[src/hw/rtl/cstseq_pkg.sv]
// Shared constants, types and address helper for the contactor self-test sequencer.
// No dependencies; imported by the core and its checker.
package cstseq_pkg;

  localparam int PHASES           = 3;
  localparam int RELAYS_PER_PHASE = 9;
  localparam int TESTED_RELAYS    = 8;
  localparam int CYCLE_BITS       = 16;

  localparam int NUM_CONTACTORS = PHASES * RELAYS_PER_PHASE;
  localparam int CADDR_W        = $clog2(NUM_CONTACTORS);
  localparam int PHASE_W        = 2;
  localparam int RELAY_W        = 3;
  localparam int QUERY_W        = 5;
  localparam int MUX_W          = 5;
  localparam int COUNT_W        = 4;
  localparam int TIMER_W        = 16;
  localparam int READ_W         = 10;
  localparam int CFG_IDX_W      = 2;
  localparam int CFG_DATA_W     = 16;

  // Configuration register indexes
  localparam logic [CFG_IDX_W-1:0] REG_ONLY_MEASURE  = CFG_IDX_W'(0);
  localparam logic [CFG_IDX_W-1:0] REG_SWITCH_SETTLE = CFG_IDX_W'(1);
  localparam logic [CFG_IDX_W-1:0] REG_READ_SETTLE   = CFG_IDX_W'(2);
  localparam logic [CFG_IDX_W-1:0] REG_FAULT_LIMIT   = CFG_IDX_W'(3);

  // Mux line bit that the hardware inverts
  localparam logic [MUX_W-1:0] MUX_INVERT = MUX_W'(16);

  typedef logic [CADDR_W-1:0] caddr_t;

  // Contactor address of (phase, relay)
  function automatic caddr_t addr_of(input logic [PHASE_W-1:0] phase,
                                     input logic [RELAY_W-1:0] relay);
    int a;
    a = int'(phase) * RELAYS_PER_PHASE + int'(relay);
    return a[CADDR_W-1:0];
  endfunction

endpackage

[src/hw/rtl/contactor_self_test_sequencer_core.sv]
// Top level of the contactor self-test sequencer: sequencer, fault counters and handshakes.
// Depends on cstseq_pkg and cstseq_ram.
//
// One request is one millisecond tick; the block takes a request in every clock cycle unless
// in_stall is high and shows its result in the cycle after acceptance, held while out_stall is
// high. Throughput is one request per cycle when not stalled, set by the single register stage
// that holds the sequencer state and doubles as the result register; a new request is taken
// while a result is being delivered. Fault counters sit in a small RAM with a check port and a
// query port; per-entry valid bits cleared at reset make them read as zero, so no clearing pass
// is needed after reset. Configuration writes are always ready and take effect on the next tick.
module contactor_self_test_sequencer_core (
  input  logic                                clk,
  input  logic                                rst_n,
  input  logic                                in_valid,
  output logic                                in_stall,
  input  logic                                in_feedback_p1,
  input  logic                                in_feedback_p2,
  input  logic [cstseq_pkg::QUERY_W-1:0]      in_query_index,
  output logic                                out_valid,
  input  logic                                out_stall,
  output logic [cstseq_pkg::NUM_CONTACTORS-1:0] out_relay_drive,
  output logic [cstseq_pkg::MUX_W-1:0]        out_mux_lines,
  output logic [cstseq_pkg::COUNT_W-1:0]      out_fault_count,
  output logic [cstseq_pkg::RELAY_W-1:0]      out_relay_under_test,
  output logic [cstseq_pkg::CYCLE_BITS-1:0]   out_test_cycles,
  input  logic                                cfg_valid,
  output logic                                cfg_ready,
  input  logic [cstseq_pkg::CFG_IDX_W-1:0]    cfg_index,
  input  logic [cstseq_pkg::CFG_DATA_W-1:0]   cfg_data
);
  import cstseq_pkg::*;

  localparam logic [2:0] ST_IDLE       = 3'd0;
  localparam logic [2:0] ST_SETTLE_ON  = 3'd1;
  localparam logic [2:0] ST_READ_ON    = 3'd2;
  localparam logic [2:0] ST_SETTLE_OFF = 3'd3;
  localparam logic [2:0] ST_READ_OFF   = 3'd4;

  // Configuration registers
  logic                 only_measure_r;
  logic [TIMER_W-1:0]   switch_settle_r;
  logic [READ_W-1:0]    read_settle_r;
  logic [COUNT_W-1:0]   fault_limit_r;

  // Sequencer state
  logic [2:0]                state_r, state_nxt;
  logic [TIMER_W-1:0]        timer_r, timer_nxt;
  logic [PHASE_W-1:0]        phase_r, phase_nxt;
  logic [RELAY_W-1:0]        relay_r, relay_nxt;
  logic [CYCLE_BITS-1:0]     cyc_r, cyc_nxt;
  logic [NUM_CONTACTORS-1:0] drive_r, drive_nxt;
  logic [MUX_W-1:0]          mux_r, mux_nxt;
  logic [QUERY_W-1:0]        q_r, q_nxt;
  logic                      out_valid_r, out_valid_nxt;

  // Fault counter storage
  logic [NUM_CONTACTORS-1:0] cnt_valid_r;
  logic                      we;
  caddr_t                    waddr, raddr_a, raddr_b, chk_addr, idle_addr;
  logic [COUNT_W-1:0]        wdata, rdata_a, rdata_b, cnt_cur;
  logic                      a_hit_r, b_hit_r;
  logic [COUNT_W-1:0]        a_wd_r, b_wd_r;

  logic                 accept;
  logic [PHASE_W:0]     phase_inc;
  logic [RELAY_W:0]     relay_inc;
  logic [1:0]           fb;
  logic                 is_on, pass;

  assign in_stall  = out_valid_r & out_stall;
  assign accept    = in_valid & ~in_stall;
  assign cfg_ready = 1'b1;

  // Configuration writes
  always_ff @(posedge clk) begin
    if (!rst_n) begin
      only_measure_r  <= 1'b0;
      switch_settle_r <= TIMER_W'(1000);
      read_settle_r   <= READ_W'(100);
      fault_limit_r   <= COUNT_W'(9);
    end else if (cfg_valid && cfg_ready) begin
      case (cfg_index)
        REG_ONLY_MEASURE:  only_measure_r  <= cfg_data[0];
        REG_SWITCH_SETTLE: switch_settle_r <= cfg_data[TIMER_W-1:0];
        REG_READ_SETTLE:   read_settle_r   <= cfg_data[READ_W-1:0];
        REG_FAULT_LIMIT:   fault_limit_r   <= cfg_data[COUNT_W-1:0];
        default: ;
      endcase
    end
  end

  // Counter of the contactor under check, bypassing a write of the last cycle
  assign chk_addr = addr_of(phase_r, relay_r);
  always_comb begin
    cnt_cur = '0;
    if (a_hit_r) begin
      cnt_cur = a_wd_r;
    end else if (chk_addr < CADDR_W'(NUM_CONTACTORS) && cnt_valid_r[chk_addr]) begin
      cnt_cur = rdata_a;
    end
  end

  assign fb        = {in_feedback_p2, in_feedback_p1};
  assign is_on     = (chk_addr < CADDR_W'(NUM_CONTACTORS)) ? drive_r[chk_addr] : 1'b0;
  assign pass      = is_on ? (fb == 2'b01) : (fb == 2'b10);
  assign phase_inc = {1'b0, phase_r} + 1'b1;
  assign relay_inc = {1'b0, relay_r} + 1'b1;

  // Advance the sequencer by one tick
  always_comb begin
    state_nxt = state_r;
    timer_nxt = timer_r;
    phase_nxt = phase_r;
    relay_nxt = relay_r;
    cyc_nxt   = cyc_r;
    drive_nxt = drive_r;
    mux_nxt   = mux_r;
    q_nxt     = q_r;
    we        = 1'b0;
    waddr     = chk_addr;
    wdata     = cnt_cur + 1'b1;
    idle_addr = '0;
    if (accept) begin
      q_nxt = in_query_index;
      if (only_measure_r) begin
        state_nxt = ST_IDLE;
        timer_nxt = '0;
        phase_nxt = '0;
        drive_nxt = '0;
      end else begin
        case (state_r)
          ST_IDLE: begin
            for (int ph = 0; ph < PHASES; ph++) begin
              idle_addr = addr_of(PHASE_W'(ph), relay_r);
              if (idle_addr < CADDR_W'(NUM_CONTACTORS)) begin
                drive_nxt[idle_addr] = 1'b1;
              end
            end
            timer_nxt = switch_settle_r;
            state_nxt = ST_SETTLE_ON;
          end
          ST_SETTLE_ON, ST_SETTLE_OFF: begin
            if (timer_r != '0) begin
              timer_nxt = timer_r - 1'b1;
            end else begin
              phase_nxt = '0;
              mux_nxt   = MUX_W'(addr_of('0, relay_r));
              timer_nxt = TIMER_W'(read_settle_r);
              state_nxt = (state_r == ST_SETTLE_ON) ? ST_READ_ON : ST_READ_OFF;
            end
          end
          ST_READ_ON, ST_READ_OFF: begin
            if (timer_r != '0) begin
              timer_nxt = timer_r - 1'b1;
            end else begin
              // Check the contactor and count a failure while below the fault limit
              if (chk_addr < CADDR_W'(NUM_CONTACTORS)) begin
                we = ~pass & (cnt_cur < fault_limit_r);
                if (state_r == ST_READ_ON) begin
                  drive_nxt[chk_addr] = 1'b0;
                end
              end
              if (phase_inc < (PHASE_W+1)'(PHASES)) begin
                phase_nxt = phase_inc[PHASE_W-1:0];
                mux_nxt   = MUX_W'(addr_of(phase_inc[PHASE_W-1:0], relay_r));
                timer_nxt = TIMER_W'(read_settle_r);
              end else begin
                phase_nxt = '0;
                if (state_r == ST_READ_ON) begin
                  timer_nxt = switch_settle_r;
                  state_nxt = ST_SETTLE_OFF;
                end else begin
                  if (relay_inc >= (RELAY_W+1)'(TESTED_RELAYS)) begin
                    relay_nxt = '0;
                    cyc_nxt   = cyc_r + 1'b1;
                  end else begin
                    relay_nxt = relay_inc[RELAY_W-1:0];
                  end
                  state_nxt = ST_IDLE;
                end
              end
            end
          end
          default: state_nxt = ST_IDLE;
        endcase
      end
    end
  end

  // Read addresses track the state of the next cycle
  assign raddr_a = addr_of(phase_nxt, relay_nxt);
  assign raddr_b = q_nxt[CADDR_W-1:0];

  always_comb begin
    out_valid_nxt = out_valid_r & out_stall;
    if (accept) begin
      out_valid_nxt = 1'b1;
    end
  end

  // Hold control state
  always_ff @(posedge clk) begin
    if (!rst_n) begin
      state_r     <= ST_IDLE;
      timer_r     <= '0;
      phase_r     <= '0;
      relay_r     <= '0;
      cyc_r       <= '0;
      drive_r     <= '0;
      mux_r       <= '0;
      out_valid_r <= 1'b0;
      cnt_valid_r <= '0;
      a_hit_r     <= 1'b0;
      b_hit_r     <= 1'b0;
    end else begin
      state_r     <= state_nxt;
      timer_r     <= timer_nxt;
      phase_r     <= phase_nxt;
      relay_r     <= relay_nxt;
      cyc_r       <= cyc_nxt;
      drive_r     <= drive_nxt;
      mux_r       <= mux_nxt;
      out_valid_r <= out_valid_nxt;
      if (we) begin
        cnt_valid_r[waddr] <= 1'b1;
      end
      a_hit_r <= we & (waddr == raddr_a);
      b_hit_r <= we & (waddr == raddr_b);
    end
  end

  // Payload: query index and bypass data
  always_ff @(posedge clk) begin
    q_r    <= q_nxt;
    a_wd_r <= wdata;
    b_wd_r <= wdata;
  end

  cstseq_ram #(
    .WIDTH (COUNT_W),
    .DEPTH (NUM_CONTACTORS)
  ) u_cnt_ram (
    .clk     (clk),
    .we      (we),
    .waddr   (waddr),
    .wdata   (wdata),
    .raddr_a (raddr_a),
    .rdata_a (rdata_a),
    .raddr_b (raddr_b),
    .rdata_b (rdata_b)
  );

  // Drive the result
  always_comb begin
    out_fault_count = '0;
    if (q_r < QUERY_W'(NUM_CONTACTORS)) begin
      if (b_hit_r) begin
        out_fault_count = b_wd_r;
      end else if (cnt_valid_r[q_r[CADDR_W-1:0]]) begin
        out_fault_count = rdata_b;
      end
    end
  end

  assign out_valid            = out_valid_r;
  assign out_relay_drive      = drive_r;
  assign out_mux_lines        = mux_r ^ MUX_INVERT;
  assign out_relay_under_test = relay_r;
  assign out_test_cycles      = cyc_r;

endmodule

[src/hw/rtl/cstseq_ram.sv]
// Generic RAM: one write port, two registered read ports.
// No dependencies.
module cstseq_ram #(
  parameter int WIDTH = 4,
  parameter int DEPTH = 27
) (
  input  logic                     clk,
  input  logic                     we,
  input  logic [$clog2(DEPTH)-1:0] waddr,
  input  logic [WIDTH-1:0]         wdata,
  input  logic [$clog2(DEPTH)-1:0] raddr_a,
  output logic [WIDTH-1:0]         rdata_a,
  input  logic [$clog2(DEPTH)-1:0] raddr_b,
  output logic [WIDTH-1:0]         rdata_b
);

  logic [WIDTH-1:0] mem [DEPTH];

  // Write, and read both ports old-before-write
  always_ff @(posedge clk) begin
    if (we) begin
      mem[waddr] <= wdata;
    end
    rdata_a <= mem[raddr_a];
    rdata_b <= mem[raddr_b];
  end

endmodule

[config.mk]
export PLATFORM = sky130hd
export DESIGN_NAME = contactor_self_test_sequencer_core
export DESIGN_NICKNAME = d
export VERILOG_FILES = /design/src/hw/rtl/cstseq_pkg.sv /design/src/hw/rtl/contactor_self_test_sequencer_core.sv /design/src/hw/rtl/cstseq_ram.sv
export SDC_FILE = /design/constraint.sdc
export NUM_CORES = 1
export LEC_CHECK = 0
export BUFFER_PORTS_ARGS = -buffer_cell sky130_fd_sc_hd__buf_2
export CORE_ASPECT_RATIO = 0.5
export CORE_MARGIN = 8
export CORE_UTILIZATION = 55
export CTS_BUF_LIST = sky130_fd_sc_hd__clkbuf_2 sky130_fd_sc_hd__clkbuf_4 sky130_fd_sc_hd__clkbuf_8
export CTS_CLUSTER_SIZE = 30
export DETAILED_ROUTE_END_ITERATION = 7
export GPL_TIMING_DRIVEN = 0
export PLACE_DENSITY = 0.85
export RECOVER_POWER = 25
export REMOVE_ABC_BUFFERS = 1
export SYNTH_ARGS = -nofsm -noshare
export SYNTH_HDL_FRONTEND = slang
export SYNTH_HIERARCHICAL = 1
export SYNTH_SLANG_ARGS = --single-unit
[constraint.sdc]
create_clock -name clk -period 5.87 [get_ports clk]
set_clock_uncertainty 0.1 [all_clocks]
set_input_delay 1.761 -clock clk [delete_from_list [all_inputs] [get_ports clk]]
set_output_delay 1.761 -clock clk [all_outputs]
set_load 0.02 [all_outputs]
==> out/qor.txt, run 1 <==
Worst Path Required = 5980 ps
First-pass GRT wire length = 58.77 mm
Cell area power density = 274.3 nW/µm²
Hold Path Class = flip-flop to flip-flop
Synth area leader = edfxtp_1
RePlAce Congestion = 0.9621
Synthesized flop and latch total = 258
DRT Wirelength = 37.18 mm
1st-pass router iterations = 6
Worst VDD drop = 0.1308 mV
Root buffer cell = clkbuf_8
Worst Setup Path Type = flip-flop to flip-flop
Clock Sinks = 258
TritonCTS clock tree = yes
Setup crit start kind = flip-flop
P&R area growth vs syn = 10.17%
Die area = 31,210 µm²
Status = complete, but fails checks
Synthesized cell area = 14,040 µm²
Share of the synthesized area in the top cell type = 23.10%
Port Buf Inserts = 86
DP Wirelength = 25.20 mm
Number of max-capacitance violations reported = 2
IO Count = 88
Fmax = 171.1 MHz
Synth Flop Type = dfxtp_1
Core ar. = 25,140 µm²
Vias in the first global route = 11,010
Final Hold Viols = 0
Synth top area cells = edfxtp_1 (23%), dfxtp_1 (21%), mux4_1 (5.6%)
Sequential cell area fraction in the yosys report = 44.49%
Die X = 242.0 µm
Die Y = 129.0 µm
Crit path capture type = flip-flop
Fin crit period = 5846 ps
Gr ovfl total = 0
Slew Limit Headroom = -47.09%
Share of cells above drive strength 1 = 16.44%
ANT cells = 0
Pins Over Slew Limit = 91
H-tree depth = 2
Worst Path Max Fanout = 13
Nets = 1,420
Num rows = 41
Post-synth ARST share = 0%
Worst skew pair latency = 560 ps
Clk buf depth = 3
TritonCTS buffer count = 39
Syn Inst Count = 1,303
RSZ-0062 raised after global routing = yes
Data arrival time of the critical path = 5950 ps
Yosys cell types = 90
Commonest cells after routing, fill and taps aside = nand2_1 (173), dfxtp_1 (145), edfxtp_1 (108)
Initial antenna violation count = 0
Synth Area per Inst = 10.77 µm²
Tcrit/Tclk final = 99.58%
Leakage = 5.721 nW
Measured slew at the worst slew-check pin = 2206 ps
Failing checks = max-capacitance violations, max-slew violations
Post-synth EDFFs = 108
Setup TNS = 0 ps
Initial DRC Count = 1,359
Minimum hold slack = 365.3 ps
# DRC = 0
Routed vias = 11,130
Final setup fails = 0
Gr usage total = 23.02%
ANT nets after route = 0
Clock transition at path regs = 70 ps
Initial Utilization = 55.85%
YS warnings = 6
Routed len/inst = 21.55 µm
Most common cell after layout, fill and taps aside = nand2_1
Vias per std cell = 6.453
Pin count of the biggest net entering global routing = 65
[repair_timing]
| action | 4_1_cts | 5_1_grt |
|---|---|---|
| pin swaps | 2 | 0 |
| setup buffers | 6 | 0 |
| hold buffers | 0 | 0 |
| resized for setup | 15 | 24 |
| endpoints found under the setup margin | 137 | 111 |
[per-layer routing]
metal | global-route usage (%) | routed length [µm] | part of all wire [%]
met2 | 38.57 | 17540 | 47
met1 | 29.25 | 14960 | 40
met4 | 9.954 | 1430 | 3.8
met3 | 4.448 | 3246 | 8.7
met5 | 0 | 0 | 0
[power breakdown]
| group | switching, W | internal (W) | total (W) | leakage [nW] |
|---|---|---|---|---|
| clock network | 0.000705 | 0.000883 | 0.00159 | 0.431 |
| registers | 0.0000655 | 0.00191 | 0.00198 | 2.22 |
| logic | 0.000404 | 0.000270 | 0.000674 | 3.06 |
[path summary, 6_finish.rpt]
path | startpoint | to | slack, ps | cells after the start
setup reg to reg | phase_r[1] | u_cnt_ram/mem[1][0] | 20 | 17
hold / removal | read_settle_r[1] | read_settle_r[1] | 370 | 2
setup / recovery | phase_r[1] | u_cnt_ram/mem[1][0] | 20 | 17
hold reg to reg | read_settle_r[1] | read_settle_r[1] | 370 | 2
[critical path, stage by stage, from the launching register on]
cell and delay, ps:
dfxtp_2 470, ha_1 310, ha_4 190, fa_2 600
inv_1 220, or3_1 420, a32oi_1 340, nor4_4 140
a22oi_1 230, inv_1 110, ha_1 300, a21boi_0 160
o21ai_0 240, nand2b_1 130, a2111oi_4 390, and3_2 320
nand3b_1 340, nor2_1 490
[flip-flops by register name (all words and copies together) (netlist names), 5 cells and up]
name / flops
read_settle_r: 10
mux_r: 5
switch_settle_r: 16
timer_r: 16
u_cnt_ram/mem: 108
q_r: 5
cnt_valid_r: 27
out_relay_drive: 27
out_test_cycles: 16
[final cells by class]
type | instances | area [µm²]
flip-flops and latches | 258 | 6252
multi-input cells | 931 | 7361
well taps | 344 | 430.4
fillers | 1987 | 9669
clock buffers | 55 | 681.9
clock inverters | 12 | 138.9
repair buffers | 98 | 501.7
inverters | 27 | 101.3
[logic make-up after synthesis]
| group | synth area share [%] |
|---|---|
| buffers and inverters | 4.100 |
| muxes | 15.18 |
| adders and majority gates | 3.280 |
| AOI/OAI and AO/OA | 14.73 |
| and+or+nand+nor | 15.52 |
| other | 0.02671 |
| xor gates and xnor gates | 2.674 |
| DFF | 44.49 |
[cells in the mapped netlist, drive strengths merged, types with 20 or more instances]
library cell and instances:
xnor2 21, a21oi 58, buf 36, dfxtp 150
edfxtp 108, nor2b 25, o31ai 20, inv 26
nand2 174, a22oi 39, o221a 22, xor2 21
clkbuf 51, nor2 106, and2 33, a21boi 27
mux4 61, mux2i 61, ha 32, o21ai 49
[through the flow]
step	power, W	utilization [%]	worst slack (ps)	area (µm²)	std cells
after floorplan	0.002485	-	-177.3	13570	1216
after global placement	0.002638	57.39	-2493	14430	1646
after detailed placement	0.002671	57.81	-1359	14530	1652
after CTS	0.004248	61.54	21.39	15470	1725
after global routing	0.004393	61.53	-138.4	15470	1725
final	0.004243	61.53	24.46	15470	1725
Note: power is estimated with default switching activity, not from simulation.
==> run 2, diff against run 1 <==
--- a/config.mk
+++ b/config.mk
@@ -5,6 +5,7 @@
 export SDC_FILE = /design/constraint.sdc
 export NUM_CORES = 1
 export LEC_CHECK = 0
+export ABC_AREA = 1
 export BUFFER_PORTS_ARGS = -buffer_cell sky130_fd_sc_hd__buf_2
 export CORE_ASPECT_RATIO = 0.5
 export CORE_MARGIN = 8
==> run 2 against run 1 <==
Against the previous run: the run still ends with max-capacitance violations, max-slew violations left; highest routed layer unchanged; wire length is 13% higher; area after synthesis up 5.4%; via count up 27%; power increased by 67%; combinational power increased to 4.7 times the previous value; largest power group is now combinational logic.
==> out/qor.txt, run 2 <==
Synth Flop Type = dfxtp_1
Synthesized cell area = 14,800 µm²
Number of max-capacitance violations reported = 2
Crit path capture type = flip-flop
Worst skew pair latency = 580 ps
Worst-path cell chain = buf_2, nand2_1, inv_1, nor2_8, inv_2, nor2_1, inv_1, nor4_4, inv_1, nand2_1, nand2_1, ha_1, ha_2, inv_1, fa_1, clkinvlp_4, clkinvlp_4, nand3_1, nand2_1, nand2_1, nand2_1, nand2_1, nand2_1
Synthesized flop and latch total = 258
Sequential cell area fraction in the yosys report = 42.19%
FILL cells = 2,297
Clock Sinks = 258
Routed met1 length = 16.95 mm
Worst Path Max Fanout = 14
Status = complete, but fails checks
Synth top area cells = edfxtp_1 (22%), dfxtp_1 (20%), nand2_1 (15%)
Minimum hold slack = 351.2 ps
Die X = 248.0 µm
Post-DP Area = 15,210 µm²
Worst-case reg-to-reg path depth = 21
Post-synth EDFFs = 108
Worst Setup Path Type = primary input to flip-flop
H-tree depth = 2
CP peak stage delay = 550 ps
Initial antenna violation count = 0
RePlAce Congestion = 0.9222
Die area = 32,740 µm²
Synth area leader = edfxtp_1
Die Y = 132.0 µm
Nets = 2,086
Hold Crit Depth = 2
Hold Crit Endpoint = cnt_valid_r[18]
Vias in the first global route = 13,220
Worst Path Required = 6280 ps
Slew Limit Headroom = -89.18%
RSZ-0062 raised after global routing = no
Top cell types by occurrence after synthesis = nand2_1 (593), nand3_1 (207), inv_1 (160), dfxtp_1 (150), nor2_1 (134)
DP Wirelength = 27.40 mm
Measured slew at the worst slew-check pin = 2808 ps
Top Metal Used = met4
Metal2 WL = 19.29 mm
Worst VDD drop = 0.2550 mV
Pin count of the biggest net entering global routing = 100
Pins Over Slew Limit = 36
Largest register FFs = 108
Final setup fails = 0
Setup crit start kind = primary input
Port Buf Inserts = 86
Yosys cell types = 62
TritonCTS clock tree = yes
Critical hold path startpoint = cnt_valid_r[18]
CP max stage cell = fa_1
Gr usage total = 24.59%
Clock transition at path regs = 70 ps
Failing checks = max-capacitance violations, max-slew violations
Gr ovfl total = 0
Core ar. = 26,430 µm²
Met3 WL post-DR = 4.397 mm
Final Hold Viols = 0
Synth Area per Inst = 7.492 µm²
Share of the synthesized area in the top cell type = 21.91%
Num rows = 42
DRT Wirelength = 41.86 mm
Reg-to-reg endpoint = u_cnt_ram/mem[20][1]
Root buffer cell = clkbuf_8
Initial Utilization = 56.01%
Fmax = 177.4 MHz
YS warnings = 6
First-pass GRT wire length = 66.68 mm
Biggest register = u_cnt_ram/mem
Total Power = 0.007077 W
Most common cell after layout, fill and taps aside = nand2_1
IO Count = 88
Data arrival time of the critical path = 6040 ps
Final instance area = 16,030 µm²
R2r setup slk = 270 ps
TritonCTS buffer count = 39
Reg-to-Reg Start = out_relay_under_test[1]
Critical Path Most Common Cell = nand2_1
Commonest cells after routing, fill and taps aside = nand2_1 (593), nand3_1 (208), inv_1 (158)
Syn Inst Count = 1,976
ANT cells = 0
Cell area power density = 441.4 nW/µm²
P&R area growth vs syn = 8.300%
Setup TNS = 0 ps
Fin crit period = 5636 ps
Layout Cells excl Fill = 2,400
Most frequent cell after synthesis = nand2_1
Clk buf depth = 3
# DRC = 0
Hold Path Class = flip-flop to flip-flop
Cells after DPL = 2,322
Routed vias = 14,140
Routed len/inst = 17.44 µm
# hold bufs at CTS = 0
Initial DRC Count = 1,820
1st-pass router iterations = 6
Post-synth ARST share = 0%
Vias per std cell = 5.893
Tcrit/Tclk final = 96.01%
Share of cells above drive strength 1 = 10.79%
ANT nets after route = 0
Leakage = 6.402 nW
[run 2: cell count changes after synthesis, moves of 61 or more]
| cell | change |
|---|---|
| o21ai_0 | +61 |
| nand3_1 | +190 |
| mux2i_1 | -61 |
| nand2_1 | +420 |
| a21oi_1 | +66 |
| inv_1 | +134 |
[run 2: power by group]
part	internal, W	switching [W]	total (W)
logic	0.000901	0.00229	0.00320
registers	0.00219	0.000124	0.00232
clock network	0.000838	0.000728	0.00157
[run 2: worst max path at each step]
stage	from	endpoint	slack (ps)	depth (start not counted)
detailed placement	out_stall	u_cnt_ram/rdata_a[0]	-590	21
finish	out_stall	u_cnt_ram/rdata_a[2]	230	23
global placement	out_stall	u_cnt_ram/rdata_b[3]	-3880	14
CTS	out_relay_under_test[1]	u_cnt_ram/mem[16][3]	10	21
floorplan	out_stall	u_cnt_ram/rdata_b[2]	-780	13
global route	out_relay_under_test[1]	u_cnt_ram/mem[17][1]	5	21
[run 2: logic make-up after synthesis]
kind of cell	count (synthesis)	synth area share, %
compound gates	350	13.87
xor+xnor	28	1.961
fa+ha+maj	35	3.110
buf+inv	276	8.494
flops	258	42.19
other cells	1	0.02533
simple gates	1028	30.35
[run 2: worst max-delay path: cells and delay by family]
family / cells / cell delay [ps]
adders and majority gates: 3 / 1020
buffers and inverters: 8 / 1520
and+or+nand+nor: 12 / 1720
[run 2: per-layer routing]
layer	global-route usage, %	vias to the layer above
li1	-	6704
met1	32.27	6462
met2	39.02	855
met3	4.571	121
met4	11.17	0
met5	0	-
[run 2: stage by stage]
stage / util, % / setup slack (ps)
floorplan: - / -781.3
global route: 60.66 / 5.167
detailed placement: 57.56 / -591.1
finish: 60.66 / 234.0
CTS: 60.66 / 14.31
global placement: 57.11 / -3885
[run 2: cell type report]
class	count	area, µm²	area share (%)
Sequential cell	258	6247	38.97
Inverter	179	690.7	4.308
Multi-Input combinational cell	1442	7326	45.69
Tap cell	352	440.4	2.747
Timing Repair Buffer	101	521.8	3.254
Clock buffer	58	723.2	4.511
Clock inverter	10	83.83	0.5229
[run 2: repair_timing]
action                     CTS  global route
setup buffers                0            10
pin swaps                    0             2
gates resized for setup      4            19
setup endpoints to repair  111           112
==> run 3, diff against run 2 <==
--- a/config.mk
+++ b/config.mk
@@ -10,7 +10,6 @@
 export CORE_ASPECT_RATIO = 0.5
 export CORE_MARGIN = 8
 export CORE_UTILIZATION = 55
-export CTS_BUF_LIST = sky130_fd_sc_hd__clkbuf_2 sky130_fd_sc_hd__clkbuf_4 sky130_fd_sc_hd__clkbuf_8
 export CTS_CLUSTER_SIZE = 30
 export DETAILED_ROUTE_END_ITERATION = 7
 export GPL_TIMING_DRIVEN = 0
==> run 3 against run 2 <==
Against the previous run: the run still ends with max-capacitance violations, max-slew violations left; flip-flop and latch count is the same; utilization shrank 0.31 points; cell count shrank 1.3%; fmax shrank 0.19%; register-to-register slack lost 50 ps; setup slack lost 11 ps.
==> out/qor.txt, run 3 (synthesis gave the netlist of run 2 again) <==
Worst-path cell chain = ha_1, ha_2, nand2_1, inv_2, a21oi_1, nand3_1, nand3_1, nand2_1, nand2_1, nand2_1, o21ai_0, ha_1, a21oi_1, nand3_1, nor2_1, nand2_1, nor2_4, nand2_1, inv_1, nand3_1, nor2_1
Measured slew at the worst slew-check pin = 2737 ps
Most common cell after layout, fill and taps aside = nand2_1
Die X = 248.0 µm
Die Y = 132.0 µm
Pin count of the biggest net entering global routing = 100
Worst setup margin = 223.2 ps
Metal2 WL = 19.15 mm
Worst Path Max Fanout = 18
Share of cells above drive strength 1 = 9.217%
Commonest cells after routing, fill and taps aside = nand2_1 (593), nand3_1 (208), inv_1 (160)
Worst VDD drop = 0.2699 mV
IO Count = 88
Setup crit start kind = flip-flop
Tcrit/Tclk final = 96.20%
Cells after DPL = 2,322
DP Wirelength = 27.40 mm
Met3 WL post-DR = 4.377 mm
# hold bufs at CTS = 0
Vias per std cell = 5.914
CP bufs+invs = 2
Vias in the first global route = 13,190
Final Hold Viols = 0
CP peak stage delay = 640 ps
Reg-to-Reg Start = out_relay_under_test[1]
Gr ovfl total = 0
RePlAce Congestion = 0.9222
Pins Over Slew Limit = 36
Root buffer cell = clkbuf_16
Clock Sinks = 258
Multi-input gate area = 7331 µm²
Num rows = 42
Worst setup startpoint = out_relay_under_test[1]
Post-DP Area = 15,210 µm²
ANT cells = 0
Setup TNS = 0 ps
ANT nets after route = 0
Port Buf Inserts = 86
Top Metal Used = met4
Nets = 2,066
Routed vias = 14,020
DP Worst Slack = -591.1 ps
Routed met1 length = 16.54 mm
TritonCTS buffer count = 24
Critical Path Most Common Cell = nand2_1
Data arrival time of the critical path = 5740 ps
Gr usage total = 24.20%
Worst Setup Path Type = flip-flop to flip-flop
P&R area growth vs syn = 7.750%
Layout Cells excl Fill = 2,370
Status = complete, but fails checks
Crit path capture type = flip-flop
Initial antenna violation count = 0
DRT Wirelength = 41.34 mm
Fin crit period = 5647 ps
Leakage = 6.324 nW
FILL cells = 2,300
Fmax = 177.1 MHz
Initial Utilization = 56.01%
Number of max-capacitance violations reported = 2
Hold Path Class = flip-flop to flip-flop
Initial DRC Count = 1,822
Critical hold path startpoint = cnt_valid_r[21]
1st-pass router iterations = 6
First-pass GRT wire length = 66.21 mm
Largest register FFs = 108
RSZ-0062 raised after global routing = no
Worst Path Required = 5960 ps
Routed len/inst = 17.44 µm
Final instance area = 15,950 µm²
TritonCTS clock tree = yes
Failing checks = max-capacitance violations, max-slew violations
Clock transition at path regs = 70 ps
Cell area power density = 442.0 nW/µm²
Kind of cell adding the most delay to the critical path = simple AND/OR/NAND/NOR gates
Register area = 6247 µm²
Worst skew pair latency = 530 ps
Final setup fails = 0
Core ar. = 26,430 µm²
# DRC = 0
Clk buf depth = 3
Slew Limit Headroom = -84.40%
Biggest register = u_cnt_ram/mem
H-tree depth = 1
Die area = 32,740 µm²
Minimum hold slack = 351.7 ps
CP max stage cell = ha_2
run 3: timing repair:
action | 4_1_cts | 5_1_grt
gates resized for setup | 4 | 23
setup buffers | 0 | 5
setup endpoints to repair | 112 | 112
pin swaps | 0 | 2
run 3: report_power, final:
part           switching, W  internal (W)
combinational       0.00229      0.000899
sequential         0.000125       0.00219
clock              0.000689      0.000860
total               0.00310       0.00395
run 3: layer usage:
metal  GRT usage [%]  vias up
li1                -     6654
met1           31.68     6408
met2           39.22      828
met3           4.106      127
met4           10.12        0
met5               0        -
run 3: layout make-up:
type | instances | area share (%)
Inverter | 179 | 4.306
Clock buffer | 37 | 4.338
Timing Repair Buffer | 96 | 3.036
Multi-Input combinational cell | 1442 | 45.96
Tap cell | 352 | 2.761
Clock inverter | 6 | 0.4393
Sequential cell | 258 | 39.16
run 3: worst paths after layout:
path                          end  depth (start not counted)  slack (ps)
max          u_cnt_ram/mem[14][1]                         21         220
min               cnt_valid_r[21]                          2         350
max reg2reg  u_cnt_ram/mem[14][1]                         21         220
min reg2reg       cnt_valid_r[21]                          2         350
run 3: stage by stage:
stage | power, W | util (%)
after floorplan | 0.004487 | -
after global placement | 0.005328 | 57.11
after detailed placement | 0.005434 | 57.56
after CTS | 0.006977 | 60.49
after global routing | 0.007426 | 60.35
final | 0.007051 | 60.35
run 3: tightest hold or removal path: cells and delay by family (launching register included):
family,cells,cell delay (ps)
AND/OR/NAND/NOR,1,60
AO/OA/AOI/OAI,1,40
flip-flops,1,320
